[src/hw/rtl/servo_pwm_pkg.sv]
// Shared types and constants for the multi-channel servo PWM block.
`timescale 1ns / 1ps

package servo_pwm_pkg;

  localparam int CHANNELS   = 6;
  localparam int CH_BITS    = 3;
  localparam int ANGLE_BITS = 8;

  typedef enum logic {
    REQ_TICK = 1'b0,
    REQ_SET  = 1'b1
  } req_e;

  typedef struct packed {
    req_e                  req_type;
    logic [CH_BITS-1:0]    channel;
    logic                  channel_active;
    logic [ANGLE_BITS-1:0] angle;
  } in_t;

  typedef struct packed {
    logic [CHANNELS-1:0] pin_levels;
    logic                period_start;
  } out_t;

endpackage

[src/hw/rtl/servo_pwm_scale.sv]
// Angle to duty conversion through a constant lookup table.
`timescale 1ns / 1ps

module servo_pwm_scale #(
  parameter int AngleMax = 180,
  parameter int DutyMax  = 26,
  localparam int DutyW   = $clog2(DutyMax + 1)
) (
  input  logic                                   active_i,
  input  logic [servo_pwm_pkg::ANGLE_BITS-1:0]   angle_i,
  output logic [DutyW-1:0]                       duty_o
);

  localparam int LutDepth = 2 ** servo_pwm_pkg::ANGLE_BITS;

  typedef logic [DutyW-1:0] lut_t [LutDepth];

  function automatic lut_t build_lut();
    lut_t lut;
    int   a;
    for (int i = 0; i < LutDepth; i++) begin
      a      = (i > AngleMax) ? AngleMax : i;
      lut[i] = DutyW'((a * DutyMax) / AngleMax);
    end
    return lut;
  endfunction

  localparam lut_t DutyLut = build_lut();

  assign duty_o = active_i ? DutyLut[angle_i] : '0;

endmodule

[src/hw/rtl/multi_channel_servo_pwm.sv]
// Top level of the multi-channel servo PWM generator.
`timescale 1ns / 1ps

// Six-channel servo PWM generator. A set-duty beat stores a pending duty of
// min(angle, ANGLE_MAX) * DUTY_MAX / ANGLE_MAX for one channel (zero when the
// channel is inactive; channels beyond the last are ignored) and returns no
// beat. A tick beat returns the pin levels held before it, then advances the
// wrapping period counter; on the wrap to zero the pending duties go active,
// all pins rise and period_start is set. A pin drops when its active duty
// equals the counter. Each beat passes an input register and one level of
// logic into the output register: one beat per cycle, while a tick is not
// held by an output beat that waits for out_ready.
module multi_channel_servo_pwm #(
  parameter int COUNT_BITS = 8,
  parameter int ANGLE_MAX  = 180,
  parameter int DUTY_MAX   = 26
) (
  input  logic                clk_i,
  input  logic                rst_ni,
  input  logic                in_valid_i,
  output logic                in_ready_o,
  input  servo_pwm_pkg::in_t  in_data_i,
  output logic                out_valid_o,
  input  logic                out_ready_i,
  output servo_pwm_pkg::out_t out_data_o
);

  localparam int NumCh  = servo_pwm_pkg::CHANNELS;
  localparam int DutyW  = $clog2(DUTY_MAX + 1);
  localparam int CmpW   = (COUNT_BITS > DutyW) ? COUNT_BITS : DutyW;

  logic                  in_vld_q;
  servo_pwm_pkg::in_t    in_q;
  logic                  out_vld_q;
  servo_pwm_pkg::out_t   out_q;

  logic [COUNT_BITS-1:0] cnt_q, cnt_d;
  logic [NumCh-1:0]      pin_q, pin_d;
  logic [DutyW-1:0]      act_q [NumCh];
  logic [DutyW-1:0]      act_d [NumCh];
  logic [DutyW-1:0]      pend_q [NumCh];
  logic [DutyW-1:0]      new_duty;

  logic                  is_set;
  logic                  fire;
  logic                  tick;
  logic                  set_en;
  logic                  wrap;

  assign is_set = (in_q.req_type == servo_pwm_pkg::REQ_SET);
  assign fire   = in_vld_q && (is_set || !out_vld_q || out_ready_i);
  assign tick   = fire && !is_set;
  assign set_en = fire && is_set
                  && ({1'b0, in_q.channel} < (servo_pwm_pkg::CH_BITS + 1)'(NumCh));

  assign in_ready_o = !in_vld_q || fire;

  servo_pwm_scale #(
    .AngleMax (ANGLE_MAX),
    .DutyMax  (DUTY_MAX)
  ) u_scale (
    .active_i (in_q.channel_active),
    .angle_i  (in_q.angle),
    .duty_o   (new_duty)
  );

  // advance counter, load duties on wrap, drop matching pins
  always_comb begin
    cnt_d = cnt_q + COUNT_BITS'(1);
    wrap  = (cnt_d == '0);
    pin_d = wrap ? '1 : pin_q;
    for (int i = 0; i < NumCh; i++) begin
      act_d[i] = wrap ? pend_q[i] : act_q[i];
      if (CmpW'(act_d[i]) == CmpW'(cnt_d)) begin
        pin_d[i] = 1'b0;
      end
    end
  end

  always_ff @(posedge clk_i or negedge rst_ni) begin
    if (!rst_ni) begin
      in_vld_q  <= 1'b0;
      out_vld_q <= 1'b0;
      cnt_q     <= '1;
      pin_q     <= '1;
      for (int i = 0; i < NumCh; i++) begin
        act_q[i]  <= '0;
        pend_q[i] <= '0;
      end
    end else begin
      if (in_ready_o) begin
        in_vld_q <= in_valid_i;
      end
      if (tick) begin
        out_vld_q <= 1'b1;
      end else if (out_ready_i) begin
        out_vld_q <= 1'b0;
      end
      if (tick) begin
        cnt_q <= cnt_d;
        pin_q <= pin_d;
        for (int i = 0; i < NumCh; i++) begin
          act_q[i] <= act_d[i];
        end
      end
      if (set_en) begin
        pend_q[in_q.channel] <= new_duty;
      end
    end
  end

  always_ff @(posedge clk_i) begin
    if (in_ready_o && in_valid_i) begin
      in_q <= in_data_i;
    end
    if (tick) begin
      out_q.pin_levels   <= pin_q;
      out_q.period_start <= wrap;
    end
  end

  assign out_valid_o = out_vld_q;
  assign out_data_o  = out_q;

endmodule

[config.mk]
export PLATFORM = sky130hd
export DESIGN_NAME = multi_channel_servo_pwm
export DESIGN_NICKNAME = d
export VERILOG_FILES = /design/src/hw/rtl/servo_pwm_pkg.sv /design/src/hw/rtl/servo_pwm_scale.sv /design/src/hw/rtl/multi_channel_servo_pwm.sv
export SDC_FILE = /design/constraint.sdc
export NUM_CORES = 1
export LEC_CHECK = 0
export ABC_AREA = 1
export BUFFER_PORTS_ARGS = -buffer_cell sky130_fd_sc_hd__buf_4
export CAP_MARGIN = 10
export CORE_MARGIN = 2
export CORE_UTILIZATION = 51
export CTS_CLUSTER_SIZE = 12
export DETAILED_ROUTE_END_ITERATION = 16
export PLACE_DENSITY = 0.68
export REMOVE_ABC_BUFFERS = 1
export SKIP_CTS_REPAIR_TIMING = 1
export SLEW_MARGIN = 20
export SYNTH_ARGS = -nofsm -noshare
export SYNTH_HDL_FRONTEND = slang
export SYNTH_HIERARCHICAL = 1
export SYNTH_SLANG_ARGS = --single-unit
export TNS_END_PERCENT = 100
[constraint.sdc]
create_clock -name clk_i -period 5.5 [get_ports clk_i]
set_input_delay 1.65 -clock clk_i [delete_from_list [all_inputs] [get_ports clk_i]]
set_output_delay 1.65 -clock clk_i [all_outputs]
set_load 0.01 [all_outputs]
Word level (Yosys, flattened, before mapping)
Memories as Yosys holds them, arrays and structs flattened.
Index checks and enable logic that the tools add are counted.
{ "totals": {"regBits": 96, "latchBits": 0, "ramBits": 0, "rom_bits": 1280, "input_bits": 17, "out_inout_bits": 9, "elab_cells": 88, "n_memories": 1} }
{ "op_classes": {"add_sub_neg": 1, "multipliers": 0, "n_div": 0, "order_cmp": 4, "n_eq_ne": 6, "shifts": 0, "mux": 21, "bitwise": 2, "reduce_logical": 26} }
{ "memory_table": {"columns": ["name", "depth", "word_bits", "read_ports", "rd_ports_with_merged_regs", "wr", "line_no", "rtl"], "rows": [
  ["(name not given)", 256, 5, 1, 0, 0, "servo_pwm_scale.sv:30", "assign duty_o = active_i ? DutyLut[angle_i] : '0;"]
]} }
{ "op_table": {"columns": ["cell", "n"], "rows": [
  ["$mux 5", 10],
  ["$eq 5x8->1", 6],
  ["$bwmux 30", 1],
  ["$demux 5 s3", 1],
  ["$reduce_bool 2->1", 7],
  ["$reduce_and 2->1", 6],
  ["$ge 9x9->1 const B", 1],
  ["$not 8->9", 1],
  ["$add 8x1->8 const B", 1],
  ["$logic_not 8->1", 1],
  ["$mux 1", 8],
  ["$logic_and 1x1->1", 6],
  ["$mux 6", 1],
  ["$ge 4x4->1 const B", 1],
  ["$lt 4x1->1 const B", 1],
  ["$not 3->4", 1],
  ["$logic_not 1->1", 3],
  ["$logic_or 1x1->1", 3],
  ["$lt 3x3->1 const B", 1]
]} }

Depth between registers and ports, before layout
Gate-level depths: netlist of run 1.
{ "logic_depth": {"ltp_word": 6, "depth_mapped": 17, "ltp_nobuf": 15} }

By module
Netlist of run 1, hierarchy kept.
{ "by_module_without_submodules": {"columns": ["module", "instances", "cells_each", "area_per_inst_um2", "seq_area_each_um2"], "rows": [
  ["multi_channel_servo_pwm", 1, 614, 4858.4, 2519.9],
  ["servo_pwm_scale", 1, 113, 564.3, 0.0]
]} }

Worst setup path after synthesis of run 1
No wires, ideal clock.
{ "synth_path": {"path_type": "input port to output port", "start": "input out_ready_i", "end": "output in_ready_o", "t_arrival_ns": 2.029, "t_required_ns": 3.850, "slack_ns": 1.821, "stages": 4, "path_buffers": 0, "cell_sequence": "nor2_1 inv_1 nor2_1 inv_1"} }
{ "synth_between": {"elab_chain_len": 3} }
{ "synth_lines": {"columns": ["element", "line_no", "rtl"], "rows": [
  ["start, declared", "multi_channel_servo_pwm.sv:24", "input logic out_ready_i,"],
  ["$logic_or 1x1->1", "multi_channel_servo_pwm.sv:51", "assign fire = in_vld_q && (is_set || !out_vld_q || out_ready_i);"],
  ["$logic_and 1x1->1", "multi_channel_servo_pwm.sv:51", null],
  ["$logic_or 1x1->1", "multi_channel_servo_pwm.sv:56", "assign in_ready_o = !in_vld_q || fire;"],
  ["end, declared", "multi_channel_servo_pwm.sv:21", "output logic in_ready_o,"]
]} }
Every way passes these cells.

Worst setup path after layout of run 1
Ends and elaborated chain as after synthesis.

==> impl_metrics.ini, run 1 <==
[sta]
fin_crit_sh_pct = 72.1
grt_setup_unrepaired = no
slew_headroom_pct = 34.7
skew_ps = 16.5
finalHoldViolations = 0
tightest_slew_ps = 976
setup_tns_ps = 0
min_period_ps = 3970
setup_violations = 0
drv_slew = 0
fmaxAchievable_mhz = 252

[global_route]
grt_pass1_vias = 4294
antenna_found_initial = 0
grt_max_degree = 77
track_usage_pct = 23.3
grt_pass1_wl_um = 21200
overflow = 0

[critical_path]
worstRegToRegCells = 16
slowest_stage = nor2_1
critPathMaxStageDelay_ps = 150
required_ps = 3850
path_max_fanout = 2
path_class = in -> out
crit_chain = buf_4 > nor2_1 > inv_1 > nor2_1 > inv_1 > buf_4
arrival_ps = 2320
worstSetupStartpointType = input pin
end_kind = output pin
reg2reg_from = cnt_q[0]
startpoint = out_ready_i

[logic_synthesis]
yosys.area.top_type = dfrtp_1
synth_cells = 727
yosysSeqAreaShare_pct = 46.5
syn_area_um2 = 5420
syn_avg_cell_area_um2 = 7.46
synth_cell_types = 35
yosys-top-cells-area = dfrtp_1 (29%), nand2_1 (18%), edfxtp_1 (11%), nand3_1 (7.6%), dfstp_2 (6.8%)
yosys_warnings = 6
synth-seq-cells = 96
synth_top_area_share_pct = 28.6

[clock_network]
numCtsBuffers = 9
htree_levels = 3
cts.path.max_buffers = 2
numClockSinks = 96
root_buffer = clkbuf_8
cts_tree = built
clk_pin_slew_worst_paths_ps = 90
clk_latency_ps = 370

[drt]
via_per_inst = 5.50
drcViolationCount = 0
drt_iter0_drc = 395
first_pass_iters = 5
wl_per_cell_um = 14.7
finalWirelength_um = 12900
antenna_left = 0
vias = 4828

[floorplanning]
die_w_um = 107
core_area_um2 = 10300
die-area_um2 = 11500
io_pins = 26
start_util_pct = 52.5
rows = 37
die_h_um = 107

[pwr]
p_per_area_nw_per_um2 = 376
p_clk_share_pct = 21.8
power_frac_comb_pct = 32.8
p_int_mw = 1.32
seqPwrFrac_pct = 45.4
sw_frac_of_total_pct = 39.6
design_power_total_mw = 2.18
leakage_nw = 2.79
ir_worst_vdd_mv = 0.308
power_switching_mw = 0.863

[layout]
n_antenna_cell = 0
drive_gt1_share_pct = 12.3
area_growth_pct = 6.92
final_nets = 755
postLayoutCoreUtil_pct = 56.2

[place]
port-buffer-count = 25
gp_congestion = 0.861
hpwl_um = 8620

[min_path]
hold_class = reg -> reg
min_path_cells = 2
min_from = act_q[27]

[outcome]
status = finished clean

[run]
drv_cap = 0
-- kinds of logic after synthesis --
| logic type | count (synthesis) | share of synthesized area (%) |
|---|---|---|
| DFF | 96 | 46.5 |
| adders and majority gates | 1 | 0.231 |
| xor gates and xnor gates | 1 | 0.162 |
| and+or+nand+nor | 434 | 35.4 |
| buffers and inverters | 117 | 10.2 |
| AOI/OAI and AO/OA | 78 | 7.55 |
-- through the flow --
step	instances	instance area [um2]	hold slack, ps	worst slack (ps)
2_1_floorplan	695	5200	442	1390
3_3_place_gp	862	5600	455	1560
3_5_place_dp	862	5600	460	1530
4_1_cts	878	5800	483	1520
5_1_grt	878	5800	503	1420
6_report	878	5800	484	1530
-- per-layer routing --
layer | vias to the layer above | track usage (%) | wire, um
li1 | 2367 | - | -
met1 | 2285 | 33.3 | 5880
met2 | 156 | 37.3 | 6020
met3 | 20 | 2.86 | 745
met4 | 0 | 7.24 | 227
met5 | - | 0 | 0
-- power by group through the flow --
| stage | Clock (mW) | Combinational, mW | Sequential, mW |
|---|---|---|---|
| finish | 0.476 | 0.714 | 0.990 |
| global route | 0.506 | 0.803 | 1.01 |
| CTS | 0.482 | 0.708 | 0.988 |
| detailed placement | 0 | 0.705 | 1.00 |
| global placement | 0 | 0.689 | 0.995 |
| floorplan | 0 | 0.486 | 0.974 |
-- cell usage in the layout, fill, tap and decap left out, drive strengths merged, types with 2 or more instances in the layout --
master | Yosys | final
edfxtp | 20 | 20
nor2 | 41 | 41
nand4 | 38 | 38
buf | 27 | 31
nand2 | 264 | 264
nor3 | 2 | 2
nand3 | 84 | 84
inv | 85 | 88
clkbuf | 5 | 10
o21ai | 63 | 63
dfstp | 14 | 14
or2 | 4 | 4
a21oi | 12 | 12
dfrtp | 62 | 62
-- critical path, delay by kind of cell --
family | cells | cell delay, ps
buffers and inverters | 4 | 390
AND/OR/NAND/NOR | 2 | 270
-- sequential cells by signal, summed over array words and instances, names as in the netlist --
register	count
in_vld_q	1
pend_q	30
out_data_o	7
out_valid_o	1
in_q	12
is_set	1
act_q	30
cnt_q	8
pin_q	6
-- synth_stat cells (all sizes together) --
library cell / number
a21oi: 12
and2: 1
buf: 27
clkbuf: 5
dfrtp: 62
dfstp: 14
edfxtp: 20
ha: 1
inv: 85
nand2: 264
nand3: 84
nand4: 38
nor2: 41
nor3: 2
o211ai: 1
o21a: 1
o21ai: 63
o21bai: 1
or2: 4
xor2: 1
-- path summary, 6_finish.rpt --
kind,endpoint,slack [ps]
max in group asynchronous,pend_q[14],3430
min in group asynchronous,act_q[9],1410
setup / recovery,in_ready_o,1530
hold reg to reg,act_q[27],480
hold / removal,act_q[27],480
setup reg to reg,pin_q[1],2330
-- cell type report --
type | count | area [um2]
flip-flops and latches | 96 | 2520
fillers | 964 | 4530
inverters | 85 | 327
repair buffers | 31 | 233
well taps | 136 | 170
clock inverters | 6 | 66.3
clock buffers | 10 | 128
multi-input cells | 514 | 2350
Note: power is estimated with default switching activity, not from simulation.
==> run 2: changes to the inputs <==
- PLACE_DENSITY: 0.68 -> 0.71
- clock period: 5.5 -> 3.29 ns (I/O delays scaled with it)
==> run 2 against run 1 <==
Utilization about the same. Global-route usage down 0.18 points. Worst hold slack worse by 2.0 ps. Critical endpoint is now pin_q[4]. Largest cell class unchanged.
==> impl_metrics.ini, run 2 (same netlist as run 1, synthesis figures left out) <==
[outcome]
status = finished clean

[sta]
setup_violations = 0
worst_slack_ps = 414
tightest_slew_ps = 950
slew_headroom_pct = 36.4
skew_ps = 13.4
grt_setup_unrepaired = no
fmaxAchievable_mhz = 348
drv_slew = 0
finalHoldViolations = 0
min_period_ps = 2880
fin_crit_sh_pct = 87.4

[global_route]
track_usage_pct = 23.2
grt_pass1_vias = 4531
grt_max_degree = 77
grt_pass1_wl_um = 20900
overflow = 0
antenna_found_initial = 0

[drt]
wl_per_cell_um = 14.3
finalWirelength_um = 12500
drt_iter0_drc = 306
drcViolationCount = 0
vias = 4785
antenna_left = 0
via_per_inst = 5.44
first_pass_iters = 5

[place]
placed_cells = 863
gp_congestion = 0.880
hpwl_um = 8510
place_area_um2 = 5610
dp_slack_ps = 453
port-buffer-count = 25

[clock_network]
numCtsBuffers = 9
clk_latency_ps = 380
clk_pin_slew_worst_paths_ps = 100
numClockSinks = 96
root_buffer = clkbuf_8
cts.path.max_buffers = 2
htree_levels = 3
cts_tree = built

[critical_path]
critPathMaxStageDelay_ps = 670
critical_path_buf_inv_count = 1
cp_top_family = simple AND/OR/NAND/NOR gates
path_class = reg -> reg
slowest_stage = dfstp_2
crit_chain = ha_1 > nand3_2 > o21ai_1 > nand2_1 > nor2_4 > nand3_4 > nor2_4 > buf_4 > nor2_1 > a21oi_1
worstSetupStartpointType = register
path_max_fanout = 32
arrival_ps = 3190
end_kind = register
crit_top_cell = nor2_4
required_ps = 3600

[layout]
drive_gt1_share_pct = 12.5
n_antenna_cell = 0
final_common_cell = nand2_1
layout_common_cells = nand2_1 (257), nand3_1 (82), inv_1 (77)
final_nets = 756
final_area_um2 = 5800
area_growth_pct = 6.90
reg_top3 = act_q (30), pend_q (30), in_q (12)
fillers = 966
instances_no_fill = 879
postLayoutCoreUtil_pct = 56.2

[floorplanning]
start_util_pct = 52.5
die_w_um = 107
core_area_um2 = 10300
die-area_um2 = 11500
io_pins = 26
rows = 37
die_h_um = 107

[pwr]
ir_worst_vdd_mv = 0.240
p_per_area_nw_per_um2 = 616
design_power_total_mw = 3.57
leakage_nw = 2.79

[min_path]
hold_class = reg -> reg

[run]
drv_cap = 0
## run 2: power breakdown
group          total (mW)  leakage (nW)  internal [mW]  switching, mW
clock               0.752        0.0888          0.289          0.463
combinational        1.17          1.57          0.375          0.792
sequential           1.65          1.13           1.47          0.183
total                3.57          2.79           2.13           1.44
## run 2: final timing paths
| path | cells past startpoint | endpoint | startpoint | slack, ps |
|---|---|---|---|---|
| worst min register to register | 2 | act_q[4] | act_q[4] | 480 |
| min in group asynchronous | 1 | pend_q[17] | rst_ni | 740 |
| worst min-delay path | 2 | act_q[4] | act_q[4] | 480 |
| max in group asynchronous | 1 | pend_q[6] | rst_ni | 1930 |
| worst max-delay path | 10 | pin_q[4] | cnt_q[0] | 410 |
| worst max register to register | 10 | pin_q[4] | cnt_q[0] | 410 |
## run 2: worst reg2reg max path, delay by kind of cell (launching register included)
family,cells,cell delay (ps)
flops,1,670
compound gates,2,260
buf+inv,1,310
simple gates,6,1300
fa+ha+maj,1,270
## run 2: metal layers
layer | up-vias | share of wire, % | track usage (%)
met2 | 148 | 48 | 38.1
li1 | 2367 | - | -
met3 | 21 | 5.4 | 3.34
met5 | - | 0 | 0
met1 | 2249 | 45 | 30.3
met4 | 0 | 2.2 | 10.6
## run 2: per-stage QoR
step	setup TNS (ps)	hold slack, ps
3_3_place_gp	0	455
3_5_place_dp	0	459
2_1_floorplan	-10740	442
5_1_grt	0	513
6_report	0	482
4_1_cts	0	480
## run 2: area by class of cell
type                    instances  area, um2  share of cell area (%)
inverters                      85        327                    5.63
clock inverters                 7       61.3                    1.06
multi-input cells             514       2350                    40.6
clock buffers                   9        124                    2.14
flip-flops and latches         96       2520                    43.5
well taps                     136        170                    2.94
repair buffers                 32        240                    4.14
